$ cat src/pnse_pkg.sv
`timescale 1ns / 1ps
// shared types and constants for the petri net step engine
// no dependencies; used by every module of the block

package pnse_pkg;

	// default net size
	localparam int NUM_PLACES_DEF      = 16;
	localparam int NUM_TRANSITIONS_DEF = 16;
	localparam int TOKEN_BITS_DEF      = 16;

	// fixed request and result field widths
	localparam int REQ_W     = 3;
	localparam int TIDX_IN_W = 4;
	localparam int PIDX_IN_W = 4;
	localparam int TOKEN_IN_W = 16;
	localparam int TIU_W     = 5;

	// request codes
	typedef enum logic [REQ_W-1:0] {
		REQ_ADD_IN  = 3'd0,
		REQ_ADD_OUT = 3'd1,
		REQ_SET     = 3'd2,
		REQ_STEP    = 3'd3,
		REQ_READ    = 3'd4
	} req_type_t;

	// controller states
	typedef enum logic [2:0] {
		ST_IDLE,
		ST_SCAN,
		ST_FIRE,
		ST_ARC,
		ST_DONE
	} state_t;

	// commands from the controller to the token counters
	typedef struct packed {
		logic set_en;
		logic fire_en;
	} mark_cmd_t;

endpackage

$ cat src/pnse_arc_mem.sv
`timescale 1ns / 1ps
// arc memory: one row per transition holding its input and output place sets
// uses pnse_pkg for default sizes; one write and one registered read per cycle

module pnse_arc_mem #(
	parameter int ROWS  = pnse_pkg::NUM_TRANSITIONS_DEF,
	parameter int WIDTH = pnse_pkg::NUM_PLACES_DEF
) (
	input  logic                    clk,
	input  logic                    arst_n,
	input  logic                    rd_en,
	input  logic [$clog2(ROWS)-1:0] rd_addr,
	output logic [WIDTH-1:0]        rd_in_mask,
	output logic [WIDTH-1:0]        rd_out_mask,
	input  logic                    wr_en,
	input  logic [$clog2(ROWS)-1:0] wr_addr,
	input  logic [WIDTH-1:0]        wr_in_mask,
	input  logic [WIDTH-1:0]        wr_out_mask
);

	logic [2*WIDTH-1:0] mem [ROWS];
	logic [ROWS-1:0]    row_valid_q;
	logic [2*WIDTH-1:0] rd_data_s1;
	logic               rd_valid_s1;

	// storage array, no reset
	always_ff @(posedge clk) begin
		if (wr_en) begin
			mem[wr_addr] <= {wr_out_mask, wr_in_mask};
		end
		if (rd_en) begin
			rd_data_s1 <= mem[rd_addr];
		end
	end

	// row valid bits stand in for the all-empty reset contents
	always_ff @(posedge clk or negedge arst_n) begin
		if (!arst_n) begin
			row_valid_q <= '0;
			rd_valid_s1 <= 1'b0;
		end else begin
			if (wr_en) begin
				row_valid_q[wr_addr] <= 1'b1;
			end
			if (rd_en) begin
				rd_valid_s1 <= row_valid_q[rd_addr];
			end
		end
	end

	// unwritten rows read as no arcs
	assign rd_in_mask  = rd_valid_s1 ? rd_data_s1[WIDTH-1:0] : '0;
	assign rd_out_mask = rd_valid_s1 ? rd_data_s1[2*WIDTH-1:WIDTH] : '0;

endmodule

$ cat src/pnse_marking.sv
`timescale 1ns / 1ps
// token counters, one per place, with set, read and parallel firing update
// uses pnse_pkg for the command struct and field widths

module pnse_marking #(
	parameter int NUM_PLACES = pnse_pkg::NUM_PLACES_DEF,
	parameter int TOKEN_BITS = pnse_pkg::TOKEN_BITS_DEF
) (
	input  logic                             clk,
	input  logic                             arst_n,
	input  pnse_pkg::mark_cmd_t              cmd,
	input  logic [$clog2(NUM_PLACES)-1:0]    addr,
	input  logic [pnse_pkg::TOKEN_IN_W-1:0]  set_value,
	input  logic [NUM_PLACES-1:0]            fire_in_mask,
	input  logic [NUM_PLACES-1:0]            fire_out_mask,
	output logic [TOKEN_BITS-1:0]            rd_data,
	output logic [NUM_PLACES-1:0]            nonzero
);

	localparam int PIDX_W = $clog2(NUM_PLACES);
	localparam int VW = (TOKEN_BITS > pnse_pkg::TOKEN_IN_W) ? TOKEN_BITS : pnse_pkg::TOKEN_IN_W;
	localparam logic [TOKEN_BITS-1:0] TOKEN_MAX = '1;

	logic [TOKEN_BITS-1:0] mark_q [NUM_PLACES];
	logic [TOKEN_BITS-1:0] fire_next [NUM_PLACES];
	logic [TOKEN_BITS-1:0] set_sat;
	logic [VW-1:0]         set_ext;

	// saturate the written count to the counter range
	always_comb begin
		set_ext = VW'(set_value);
		if (set_ext > VW'(TOKEN_MAX)) begin
			set_sat = TOKEN_MAX;
		end else begin
			set_sat = TOKEN_BITS'(set_ext);
		end
	end

	// firing: take one from each input place, then add one saturating
	always_comb begin
		logic [TOKEN_BITS-1:0] after_take;
		after_take = '0;
		for (int p = 0; p < NUM_PLACES; p++) begin
			after_take = mark_q[p];
			if (fire_in_mask[p] && (mark_q[p] != '0)) begin
				after_take = mark_q[p] - TOKEN_BITS'(1);
			end
			fire_next[p] = after_take;
			if (fire_out_mask[p] && (after_take != TOKEN_MAX)) begin
				fire_next[p] = after_take + TOKEN_BITS'(1);
			end
		end
	end

	// counter registers
	always_ff @(posedge clk or negedge arst_n) begin
		if (!arst_n) begin
			for (int p = 0; p < NUM_PLACES; p++) begin
				mark_q[p] <= '0;
			end
		end else begin
			for (int p = 0; p < NUM_PLACES; p++) begin
				if (cmd.set_en && (addr == PIDX_W'(p))) begin
					mark_q[p] <= set_sat;
				end else if (cmd.fire_en) begin
					mark_q[p] <= fire_next[p];
				end
			end
		end
	end

	// read port and per-place nonzero flags for the enable test
	assign rd_data = mark_q[addr];

	always_comb begin
		for (int p = 0; p < NUM_PLACES; p++) begin
			nonzero[p] = (mark_q[p] != '0);
		end
	end

endmodule

$ cat src/pnse_ctrl.sv
`timescale 1ns / 1ps
// request sequencer: decodes requests, runs the transition scan over the arc
// memory, drives arc read-modify-write and the token counters; uses pnse_pkg

module pnse_ctrl #(
	parameter int NUM_PLACES      = pnse_pkg::NUM_PLACES_DEF,
	parameter int NUM_TRANSITIONS = pnse_pkg::NUM_TRANSITIONS_DEF,
	parameter int TOKEN_BITS      = pnse_pkg::TOKEN_BITS_DEF
) (
	input  logic                                 clk,
	input  logic                                 arst_n,
	// config
	input  logic                                 cfg_wr_en,
	input  logic [pnse_pkg::TIU_W-1:0]           cfg_wr_data,
	// request side
	input  logic                                 in_valid,
	output logic                                 in_ready,
	input  logic [pnse_pkg::REQ_W-1:0]           req_type,
	input  logic [pnse_pkg::TIDX_IN_W-1:0]       transition_index,
	input  logic [pnse_pkg::PIDX_IN_W-1:0]       place_index,
	// result side
	output logic                                 out_valid,
	input  logic                                 out_ready,
	output logic                                 fired,
	output logic [pnse_pkg::TIDX_IN_W-1:0]       fired_transition,
	output logic [pnse_pkg::TOKEN_IN_W-1:0]      token_count,
	// arc memory
	output logic                                 mem_rd_en,
	output logic [$clog2(NUM_TRANSITIONS)-1:0]   mem_rd_addr,
	input  logic [NUM_PLACES-1:0]                mem_rd_in_mask,
	input  logic [NUM_PLACES-1:0]                mem_rd_out_mask,
	output logic                                 mem_wr_en,
	output logic [$clog2(NUM_TRANSITIONS)-1:0]   mem_wr_addr,
	output logic [NUM_PLACES-1:0]                mem_wr_in_mask,
	output logic [NUM_PLACES-1:0]                mem_wr_out_mask,
	// token counters
	output pnse_pkg::mark_cmd_t                  mark_cmd,
	output logic [$clog2(NUM_PLACES)-1:0]        mark_addr,
	output logic [NUM_PLACES-1:0]                mark_fire_in,
	output logic [NUM_PLACES-1:0]                mark_fire_out,
	input  logic [TOKEN_BITS-1:0]                mark_rd_data,
	input  logic [NUM_PLACES-1:0]                mark_nonzero
);

	localparam int TIDX_W = $clog2(NUM_TRANSITIONS);
	localparam int PIDX_W = $clog2(NUM_PLACES);
	localparam int LIM_W  = $clog2(NUM_TRANSITIONS + 1);

	pnse_pkg::state_t    state_q, state_d;
	pnse_pkg::req_type_t req;

	logic [pnse_pkg::TIU_W-1:0] tiu_q;
	logic [LIM_W-1:0]           limit;
	logic                       accept, t_ok, p_ok, enabled, last_chk, out_free, out_load;

	logic                           is_out_q;
	logic [TIDX_W-1:0]              t_q;
	logic [NUM_PLACES-1:0]          pbit_q;
	logic [TIDX_W-1:0]              chk_q;
	logic [NUM_PLACES-1:0]          fire_in_q, fire_out_q;
	logic                           res_fired_q;
	logic [pnse_pkg::TIDX_IN_W-1:0] res_trans_q;
	logic [pnse_pkg::TOKEN_IN_W-1:0] res_count_q;
	logic                           out_valid_q;
	logic                           out_fired_q;
	logic [pnse_pkg::TIDX_IN_W-1:0] out_trans_q;
	logic [pnse_pkg::TOKEN_IN_W-1:0] out_count_q;

	// request decode
	always_comb begin
		req      = pnse_pkg::req_type_t'(req_type);
		accept   = in_valid && (state_q == pnse_pkg::ST_IDLE);
		t_ok     = 32'(transition_index) < 32'(NUM_TRANSITIONS);
		p_ok     = 32'(place_index) < 32'(NUM_PLACES);
		if (32'(tiu_q) > 32'(NUM_TRANSITIONS)) begin
			limit = LIM_W'(NUM_TRANSITIONS);
		end else begin
			limit = LIM_W'(tiu_q);
		end
		enabled  = (mem_rd_in_mask & ~mark_nonzero) == '0;
		last_chk = (LIM_W'(chk_q) + LIM_W'(1)) == limit;
		out_free = !out_valid_q || out_ready;
		out_load = (state_q == pnse_pkg::ST_DONE) && out_free;
	end

	// next state and memory / counter control
	always_comb begin
		state_d         = state_q;
		mem_rd_en       = 1'b0;
		mem_rd_addr     = chk_q + TIDX_W'(1);
		mem_wr_en       = 1'b0;
		mark_cmd.set_en  = 1'b0;
		mark_cmd.fire_en = 1'b0;
		case (state_q)
			pnse_pkg::ST_IDLE: begin
				if (accept) begin
					case (req)
						pnse_pkg::REQ_ADD_IN, pnse_pkg::REQ_ADD_OUT: begin
							if (t_ok && p_ok) begin
								mem_rd_en   = 1'b1;
								mem_rd_addr = TIDX_W'(transition_index);
								state_d     = pnse_pkg::ST_ARC;
							end else begin
								state_d = pnse_pkg::ST_DONE;
							end
						end
						pnse_pkg::REQ_SET: begin
							mark_cmd.set_en = p_ok;
							state_d         = pnse_pkg::ST_DONE;
						end
						pnse_pkg::REQ_STEP: begin
							if (limit != '0) begin
								mem_rd_en   = 1'b1;
								mem_rd_addr = '0;
								state_d     = pnse_pkg::ST_SCAN;
							end else begin
								state_d = pnse_pkg::ST_DONE;
							end
						end
						default: begin
							state_d = pnse_pkg::ST_DONE;
						end
					endcase
				end
			end
			pnse_pkg::ST_SCAN: begin
				if (enabled) begin
					state_d = pnse_pkg::ST_FIRE;
				end else if (last_chk) begin
					state_d = pnse_pkg::ST_DONE;
				end else begin
					mem_rd_en = 1'b1;
				end
			end
			pnse_pkg::ST_FIRE: begin
				mark_cmd.fire_en = 1'b1;
				state_d          = pnse_pkg::ST_DONE;
			end
			pnse_pkg::ST_ARC: begin
				mem_wr_en = 1'b1;
				state_d   = pnse_pkg::ST_DONE;
			end
			pnse_pkg::ST_DONE: begin
				if (out_free) begin
					state_d = pnse_pkg::ST_IDLE;
				end
			end
			default: begin
				state_d = pnse_pkg::ST_IDLE;
			end
		endcase
	end

	// arc row update: old row with the new place bit merged in
	assign mem_wr_addr     = t_q;
	assign mem_wr_in_mask  = mem_rd_in_mask | (is_out_q ? '0 : pbit_q);
	assign mem_wr_out_mask = mem_rd_out_mask | (is_out_q ? pbit_q : '0);

	assign mark_addr     = PIDX_W'(place_index);
	assign mark_fire_in  = fire_in_q;
	assign mark_fire_out = fire_out_q;

	// control registers
	always_ff @(posedge clk or negedge arst_n) begin
		if (!arst_n) begin
			state_q     <= pnse_pkg::ST_IDLE;
			tiu_q       <= '0;
			out_valid_q <= 1'b0;
		end else begin
			state_q <= state_d;
			if (cfg_wr_en) begin
				tiu_q <= cfg_wr_data;
			end
			if (out_load) begin
				out_valid_q <= 1'b1;
			end else if (out_ready) begin
				out_valid_q <= 1'b0;
			end
		end
	end

	// request and scan payload
	always_ff @(posedge clk) begin
		if (accept) begin
			is_out_q    <= (req == pnse_pkg::REQ_ADD_OUT);
			t_q         <= TIDX_W'(transition_index);
			pbit_q      <= NUM_PLACES'(1) << PIDX_W'(place_index);
			chk_q       <= '0;
			res_fired_q <= 1'b0;
			res_trans_q <= '0;
			if ((req == pnse_pkg::REQ_READ) && p_ok) begin
				res_count_q <= pnse_pkg::TOKEN_IN_W'(mark_rd_data);
			end else begin
				res_count_q <= '0;
			end
		end
		if (state_q == pnse_pkg::ST_SCAN) begin
			if (enabled) begin
				fire_in_q   <= mem_rd_in_mask;
				fire_out_q  <= mem_rd_out_mask;
				res_fired_q <= 1'b1;
				res_trans_q <= pnse_pkg::TIDX_IN_W'(chk_q);
			end else begin
				chk_q <= chk_q + TIDX_W'(1);
			end
		end
		if (out_load) begin
			out_fired_q <= res_fired_q;
			out_trans_q <= res_trans_q;
			out_count_q <= res_count_q;
		end
	end

	assign in_ready         = (state_q == pnse_pkg::ST_IDLE);
	assign out_valid        = out_valid_q;
	assign fired            = out_fired_q;
	assign fired_transition = out_trans_q;
	assign token_count      = out_count_q;

endmodule

$ cat src/petri_net_step_engine.sv
`timescale 1ns / 1ps
// Petri net step engine, one request at a time, arcs held in a synchronous
// memory of one row per transition. A step reads one transition row per cycle
// through the arc memory read port and tests it against the nonzero flags of
// the token counters, over at most min(transitions_in_use, NUM_TRANSITIONS)
// rows. Arc adds are a read-modify-write of one row. A result waits in an
// output register, and the next request is taken once the previous result
// has moved there. The arc memory needs no clearing pass: rows that were
// never written read as empty through per-row valid bits.
// depends on pnse_pkg, pnse_arc_mem, pnse_marking and pnse_ctrl

module petri_net_step_engine #(
	parameter int NUM_PLACES      = pnse_pkg::NUM_PLACES_DEF,
	parameter int NUM_TRANSITIONS = pnse_pkg::NUM_TRANSITIONS_DEF,
	parameter int TOKEN_BITS      = pnse_pkg::TOKEN_BITS_DEF
) (
	input  logic        clk,
	input  logic        arst_n,
	// transitions_in_use
	input  logic        cfg_wr_en,
	input  logic [4:0]  cfg_wr_data,
	// request channel
	input  logic        s_tvalid,
	output logic        s_tready,
	input  logic [23:0] s_tdata,   // transition_index[3:0], place_index[7:4], token_value[23:8]
	input  logic [2:0]  s_tuser,   // req_type[2:0]
	// result channel
	output logic        m_tvalid,
	input  logic        m_tready,
	output logic [23:0] m_tdata    // fired[0], fired_transition[4:1], token_count[20:5], zero[23:21]
);

	localparam int TIDX_W = $clog2(NUM_TRANSITIONS);
	localparam int PIDX_W = $clog2(NUM_PLACES);

	logic                    mem_rd_en, mem_wr_en;
	logic [TIDX_W-1:0]       mem_rd_addr, mem_wr_addr;
	logic [NUM_PLACES-1:0]   mem_rd_in_mask, mem_rd_out_mask;
	logic [NUM_PLACES-1:0]   mem_wr_in_mask, mem_wr_out_mask;
	pnse_pkg::mark_cmd_t     mark_cmd;
	logic [PIDX_W-1:0]       mark_addr;
	logic [NUM_PLACES-1:0]   mark_fire_in, mark_fire_out, mark_nonzero;
	logic [TOKEN_BITS-1:0]   mark_rd_data;
	logic                    fired;
	logic [3:0]              fired_transition;
	logic [15:0]             token_count;

	// request sequencer
	pnse_ctrl #(
		.NUM_PLACES      (NUM_PLACES),
		.NUM_TRANSITIONS (NUM_TRANSITIONS),
		.TOKEN_BITS      (TOKEN_BITS)
	) u_ctrl (
		.clk              (clk),
		.arst_n           (arst_n),
		.cfg_wr_en        (cfg_wr_en),
		.cfg_wr_data      (cfg_wr_data),
		.in_valid         (s_tvalid),
		.in_ready         (s_tready),
		.req_type         (s_tuser),
		.transition_index (s_tdata[3:0]),
		.place_index      (s_tdata[7:4]),
		.out_valid        (m_tvalid),
		.out_ready        (m_tready),
		.fired            (fired),
		.fired_transition (fired_transition),
		.token_count      (token_count),
		.mem_rd_en        (mem_rd_en),
		.mem_rd_addr      (mem_rd_addr),
		.mem_rd_in_mask   (mem_rd_in_mask),
		.mem_rd_out_mask  (mem_rd_out_mask),
		.mem_wr_en        (mem_wr_en),
		.mem_wr_addr      (mem_wr_addr),
		.mem_wr_in_mask   (mem_wr_in_mask),
		.mem_wr_out_mask  (mem_wr_out_mask),
		.mark_cmd         (mark_cmd),
		.mark_addr        (mark_addr),
		.mark_fire_in     (mark_fire_in),
		.mark_fire_out    (mark_fire_out),
		.mark_rd_data     (mark_rd_data),
		.mark_nonzero     (mark_nonzero)
	);

	// arc sets per transition
	pnse_arc_mem #(
		.ROWS  (NUM_TRANSITIONS),
		.WIDTH (NUM_PLACES)
	) u_arc_mem (
		.clk         (clk),
		.arst_n      (arst_n),
		.rd_en       (mem_rd_en),
		.rd_addr     (mem_rd_addr),
		.rd_in_mask  (mem_rd_in_mask),
		.rd_out_mask (mem_rd_out_mask),
		.wr_en       (mem_wr_en),
		.wr_addr     (mem_wr_addr),
		.wr_in_mask  (mem_wr_in_mask),
		.wr_out_mask (mem_wr_out_mask)
	);

	// token counters
	pnse_marking #(
		.NUM_PLACES (NUM_PLACES),
		.TOKEN_BITS (TOKEN_BITS)
	) u_marking (
		.clk           (clk),
		.arst_n        (arst_n),
		.cmd           (mark_cmd),
		.addr          (mark_addr),
		.set_value     (s_tdata[23:8]),
		.fire_in_mask  (mark_fire_in),
		.fire_out_mask (mark_fire_out),
		.rd_data       (mark_rd_data),
		.nonzero       (mark_nonzero)
	);

	assign m_tdata = {3'b000, token_count, fired_transition, fired};

	// an accepted request holds the block until its result is formed
	a_one_at_a_time: assert property (@(posedge clk) disable iff (!arst_n)
		s_tvalid && s_tready |=> !s_tready)
		else $error("request accepted while another is in flight");

	// a step that fires nothing reports transition zero
	a_no_fire_index: assert property (@(posedge clk) disable iff (!arst_n)
		m_tvalid && !m_tdata[0] |-> m_tdata[4:1] == 4'd0)
		else $error("nonzero transition index without a firing");

	// a firing result carries no token count
	a_fire_no_count: assert property (@(posedge clk) disable iff (!arst_n)
		m_tvalid && m_tdata[0] |-> m_tdata[20:5] == 16'd0)
		else $error("token count set on a firing result");

	// counters and arc memory are never written in the same cycle as a firing
	a_fire_exclusive: assert property (@(posedge clk) disable iff (!arst_n)
		mark_cmd.fire_en |-> !mark_cmd.set_en && !mem_wr_en)
		else $error("firing overlaps another state update");

endmodule
$ cat config.mk
export PLATFORM = sky130hd
export DESIGN_NAME = petri_net_step_engine
export DESIGN_NICKNAME = d
export VERILOG_FILES = /design/src/pnse_pkg.sv /design/src/pnse_arc_mem.sv /design/src/pnse_marking.sv /design/src/pnse_ctrl.sv /design/src/petri_net_step_engine.sv
export SDC_FILE = /design/constraint.sdc
export NUM_CORES = 2
export LEC_CHECK = 0
export BUFFER_PORTS_ARGS = -buffer_cell sky130_fd_sc_hd__buf_2
export CELL_PAD_IN_SITES_DETAIL_PLACEMENT = 1
export CELL_PAD_IN_SITES_GLOBAL_PLACEMENT = 2
export CORE_ASPECT_RATIO = 1.1
export CORE_MARGIN = 5
export CORE_UTILIZATION = 46
export DETAILED_ROUTE_END_ITERATION = 8
export PLACE_DENSITY = 0.83
export SYNTH_ARGS = -nofsm -noshare
export SYNTH_HDL_FRONTEND = slang
export SYNTH_SLANG_ARGS = --single-unit
$ cat constraint.sdc
create_clock -name clk -period 14.9 [get_ports clk]
set_input_delay 2.235 -clock clk [delete_from_list [all_inputs] [get_ports clk]]
set_output_delay 2.235 -clock clk [all_outputs]
set_load 0.02 [all_outputs]
# After elaboration in Yosys (flattened, before gate mapping)
# Memory sizes are Yosys's and may differ from the RTL's. A register that Yosys moved wholly into a read port is not among the register bits.
# Cells that the tools add are included.
word_totals:
  regBits: 381
  mem_bits_rw: 512
  inputBits: 37
  output_inout_bits: 26
  elab_cells: 331
  mem_count: 1
classes:
  n_addsub: 34
  magnitude_cmp: 6
  eq_ne: 43
  n_shift: 1
  n_mux: 112
  bitwise: 6
  n_reduce_logical: 95
mem_list:
  columns: ["name", "words", "width", "read_ports", "rd_ports_with_merged_regs", "wr", "line_no", "source"]
  rows:
  - ["u_arc_mem.mem", 16, 32, 1, 1, 1, "pnse_arc_mem.sv:21", "logic [2*WIDTH-1:0] mem [ROWS];"]
ops:
  columns: ["op", "count"]
  rows:
  - ["16-bit 2-to-1 mux", 71]
  - ["16-bit by 1-bit adder with 16-bit output (second input constant)", 16]
  - ["16-bit inequality test (second input constant)", 16]
  - ["16-bit nonzero test", 16]
  - ["16-bit by 1-bit subtractor with 16-bit output (second input constant)", 16]
  - ["16-bit binary-select mux with 4-bit select", 1]
  - ["1-bit logical AND", 51]
  - ["16-bit OR", 3]
  - ["4-bit 2-to-1 mux", 9]
  - ["2-bit nonzero test", 17]
  - ["4-bit equality test (second input constant)", 8]
  - ["1-bit 2-to-1 mux", 18]
  - ["16-bit bitwise AND", 1]
  - ["4-bit by 3-bit equality test with 1-bit output (second input constant)", 4]
  - ["16-bit greater-than comparator (second input constant)", 1]
  - ["16-bit zero test", 1]
  - ["16-bit inverter", 1]
  - ["1-bit by 4-bit left shift with 16-bit output (first input constant)", 1]
  - ["3-bit 2-to-1 mux", 5]
  - ["3-bit by 2-bit equality test with 1-bit output (second input constant)", 4]
  - ["3-bit one-hot mux with 4 select lines", 1]
  - ["4-bit by 5-bit < comparator with 1-bit output (second input constant)", 2]
  - ["4-bit by 2-bit equality test with 1-bit output (second input constant)", 2]
  - ["4-bit one-hot mux with 2 select lines", 1]
  - ["25 further kinds", 31]

# Logic depth before layout (Yosys ltp)
depth:
  word_depth: 9
  depth_mapped: 18
  mapped_depth_nobuf: 16

# Hierarchy
# From an unflattened synthesis, not the netlist that was laid out.
hier_totals:
  hier_cells: 4938
  area_unflattened_um2: 54320.8
modules_own_cells:
  columns: ["mod", "instances", "cells_per_inst", "area_each_um2", "seq_area_each_um2"]
  rows:
  - ["pnse_marking", 1, 3788, 28733.8, 6406.1]
  - ["pnse_arc_mem", 1, 841, 21144.0, 16761.1]
  - ["pnse_ctrl", 1, 304, 4409.2, 3108.0]
  - ["petri_net_step_engine", 1, 5, 33.8, 0.0]

# Worst setup path before layout
# No wires, ideal clock.
synth_path:
  path_type: "input port to flip-flop"
  from: "input s_tvalid"
  to: "register u_arc_mem.rd_valid_s1"
  setup_time_ps: 123
  arrival_time_ps: 5774
  path_slack_ps: 9003
  stages: 7
  path_cell_list: "or4b_1 > clkbuf_1 > inv_1 > nand2_1 > o21ai_0 > o311ai_0 > o21ai_0"
synth_lines:
  columns: ["element", "line_no", "source"]
  rows:
  - ["start, declared", "petri_net_step_engine.sv:23", "input logic s_tvalid,"]
  - ["1-bit logical AND", "pnse_ctrl.sv:72", "accept = in_valid && (state_q == pnse_pkg::ST_IDLE);"]
  - ["net u_ctrl.accept", "pnse_ctrl.sv:54", "logic accept, t_ok, p_ok, enabled, last_chk, out_free, out_load;"]
  - ["1-bit 2-to-1 mux", "pnse_ctrl.sv:96", "if (accept) begin"]
  - ["1-bit one-hot mux with 2 select lines", "pnse_ctrl.sv:94", "case (state_q)"]
  - ["net mem_rd_en", "petri_net_step_engine.sv:36", "logic mem_rd_en, mem_wr_en;"]
  - ["end signal, assigned", "pnse_arc_mem.sv:46", "rd_valid_s1 <= row_valid_q[rd_addr];"]
  - ["end, declared", "pnse_arc_mem.sv:24", "logic rd_valid_s1;"]
# The timed path passes the listed nets, and every way through them passes these cells. The select of a mux whose other input is x is not followed.
# A chain may end at the register's enable or synchronous reset.

# Worst setup path after layout
layout_path:
  from: "input s_tvalid"
  to: "register u_arc_mem.rd_data_s1[4] (read register of u_arc_mem.mem), data pin"
layout_between:
  elab_chain_len: 3
layout_lines:
  columns: ["element", "line_no", "source"]
  rows:
  - ["1-bit logical AND (*)", "pnse_ctrl.sv:72", null]
  - ["1-bit 2-to-1 mux / 4-bit 2-to-1 mux (equally long branches)", "pnse_ctrl.sv:96", null]
  - ["1-bit one-hot mux with 2 select lines / 4-bit 2-to-1 mux (equally long branches)", "pnse_ctrl.sv:94", null]
  - ["end, declared", "pnse_arc_mem.sv:23", "logic [2*WIDTH-1:0] rd_data_s1;"]
# Every way passes the cells marked *; elsewhere a longest branch is shown, timed or not.

==> run metrics <==
first-iteration detailed-routing DRC count 3708; GPL Wtd Cong 0.904; via/cell ratio 6.63; Max VDD drop 0.115 mV; crit-path cells buf_2, or4b_1, nor3_1, nand2_1, o21ai_4, buf_4, buf_4, buf_4, a211oi_1, a311oi_1, a21oi_1, a21oi_1; WL/cell 28.6 um; crit path DAT 7570 ps; CTS resizes 0; CTS Hold Bufs 0; delay-heaviest family, CP buffers and inverters; HPWL after detailed placement 127000 um; total power 10500 uW; Total Wirelength 197000 um; share of cells above drive strength 1 0.106; Final Skew 38.0 ps; ys flop type edfxtp_1; Root Driver clkbuf_16; Hold Slack 411 ps; WS Path Type in2reg; FFs w/ async S/R, synth 0.305; PnR worst setup slack 7860 ps; Rows 132; largest net degree at the start of global routing 162; met1 GRT Util 0.398; Hold Crit Depth 0; cell count after synthesis 5428; CP peak stage delay 850 ps; CP most frequent cell buf_4; IO Pins 63; CP required 15430 ps; Worst setup EP type flip-flop; Worst-Margin Slew 1290 ps; gr usage total 0.306; worst r2r src u_ctrl.state_q[2]; NumNets Final 5322; initial antenna violation count 8; core area 118000 um^2; Chip Width 339 um; Initial Util 0.464; sequential area share after synthesis 0.480; max_cap viols 0; GRT busiest layer met2; r2r setup slk 8820 ps; normalized max-slew margin 0.139; RSZ-0062 raised after global routing no; met3 usage 0.0412; fill count 12769; maximum clock rate 0.142 GHz; port buffer count 59; synth-to-layout area growth 8.78%; global-route wire length before repair 297000 um; synthesized area per cell 10.1 um^2; vias in the first global route 46050; ranking of synthesized cells by area edfxtp_1, dfrtp_1, nand2_1, mux4_2, o21ai_0; Die Height 372 um; Clock transition at path regs 60 ps; full die area 126000 um^2; warnings from Yosys 0; power per standard cell area 177 nW/um^2; max-slew violation count 0; Synth Register Bits 925; Setup violations, final 0; Netlist Area Pre-Place 54800 um^2; # clock sinks 925; Yosys cell types 115; clk buf depth 3; Worst R2R End u_arc_mem.rd_data_s1[4]; post-synth top area share 0.348; Post-synth EDFFs 634; Final Cycle Share 0.472; setup_tns 0 ps; met2 Track Usage GR 0.519; pre-CTS setup slack 7190 ps; drt drc 0; # Post-CTS Setup Buffers 0; reg2reg path depth 11; remaining antenna violation count 0; leakage 0.0208 uW; startpoint types input port; H-tree levels 3; Congestion Overflow GR 0; Hold WC Path Type reg2reg; HP Start u_ctrl.res_count_q[3]; First-pass DRT Iterations 5; CTS tree built; total CTS buffers 100; final hold vios 0; fin crit period 7040 ps; CP Buf/Inv Count 4; clk_lat worst skew 720 ps; CP max FO 83; status finished clean; sink of the worst hold path u_ctrl.token_count[3]; Synth area leader edfxtp_1; CP max stage cell buf_4; most common cell after layout, fill and taps aside edfxtp_1; most frequent cells in the layout edfxtp_1, nand2_1, o21ai_0, dfrtp_1, nor2_1; DR vias 45602
registers in the layout (all words and copies together), names as in the netlist, 3 cells and up:
name,flops
u_ctrl.pbit_q,16
u_ctrl.fired_transition,4
u_marking.mark_q,256
u_arc_mem.rd_data_s1,32
u_ctrl.mark_fire_in,16
u_arc_mem.row_valid_q,16
u_ctrl.mark_fire_out,16
u_ctrl.res_count_q,16
u_ctrl.state_q,3
u_ctrl.chk_q,4
u_ctrl.token_count,16
u_arc_mem.mem,512
u_ctrl.tiu_q,5
u_ctrl.mem_wr_addr,4
u_ctrl.res_trans_q,4
cell type report:
type                       count  area (um^2)  share of cell area
multi-input combinational   3963        26600               0.446
antenna                        5         12.5            0.000210
timing repair buffer         143          953              0.0160
tap                         1541         1930              0.0324
clock buffer                 117         2640              0.0443
sequential                   925        26300               0.441
inverter                     119          447             0.00750
clock inverter                70          747              0.0125
cells in the mapped netlist, drive strengths merged (17+ instances only):
cell	count
buf	60
a31oi	62
nor2b	34
or2	60
or4	50
o211ai	58
mux2	17
o21a	18
nand3b	30
nor4	112
edfxtp	634
nor3b	29
a22oi	168
inv	119
xnor2	140
o21ai	304
dfrtp	282
clkbuf	363
nor4b	28
or4b	21
a311oi	99
mux2i	71
nand4	60
and3	43
o31ai	37
nand3	142
or3	77
nor2	281
and4	19
and2	191
nand2	596
mux4	81
a221o	30
nor3	218
ha	33
xor2	106
nand2b	46
a21oi	195
a211oi	168
a21o	65
where the power goes:
part	leakage (uW)	internal (uW)	switching (uW)	total (uW)
Sequential	0.00948	3300	955	4250
Combinational	0.00966	1400	2300	3700
Clock	0.00166	1470	1110	2580
Total	0.0208	6160	4360	10500
worst max-delay path by stage:
stage,from,endpoint,slack [ps],depth (start not counted)
after floorplan,s_tvalid,u_arc_mem.rd_valid_s1,9000,7
after global placement,s_tvalid,u_arc_mem.rd_data_s1[28],7490,12
after detailed placement,s_tvalid,u_arc_mem.rd_data_s1[4],7190,12
after CTS,s_tvalid,u_arc_mem.rd_data_s1[4],7930,12
after global routing,s_tvalid,u_arc_mem.rd_data_s1[4],7600,12
final,s_tvalid,u_arc_mem.rd_data_s1[4],7860,12
per-stage QoR:
stage	std cells	util	area [um^2]
4_1_cts	6878	0.504	59600
5_1_grt	6878	0.504	59600
3_5_place_dp	6691	0.476	56200
3_3_place_gp	6691	0.476	56200
2_1_floorplan	5430	-	54800
6_report	6883	0.505	59600
layer usage:
layer	part of all wire	vias to the layer above
li1	-	20360
met1	0.42	23413
met2	0.48	1434
met3	0.060	389
met4	0.046	6
met5	0.00020	-
cells by family (layout without fill, tap and decap cells):
family / count (synthesis) / after routing / share of synthesized area
compound gates: 1426 / 1426 / 0.181
xor+xnor: 249 / 249 / 0.0406
fa+ha+maj: 33 / 33 / 0.00754
buf+inv: 542 / 449 / 0.0383
flops: 925 / 925 / 0.480
mux: 169 / 169 / 0.0498
other cells: 1 / 8 / 0.0000685
simple gates: 2083 / 2083 / 0.202
(Power assumes the default switching activity.)
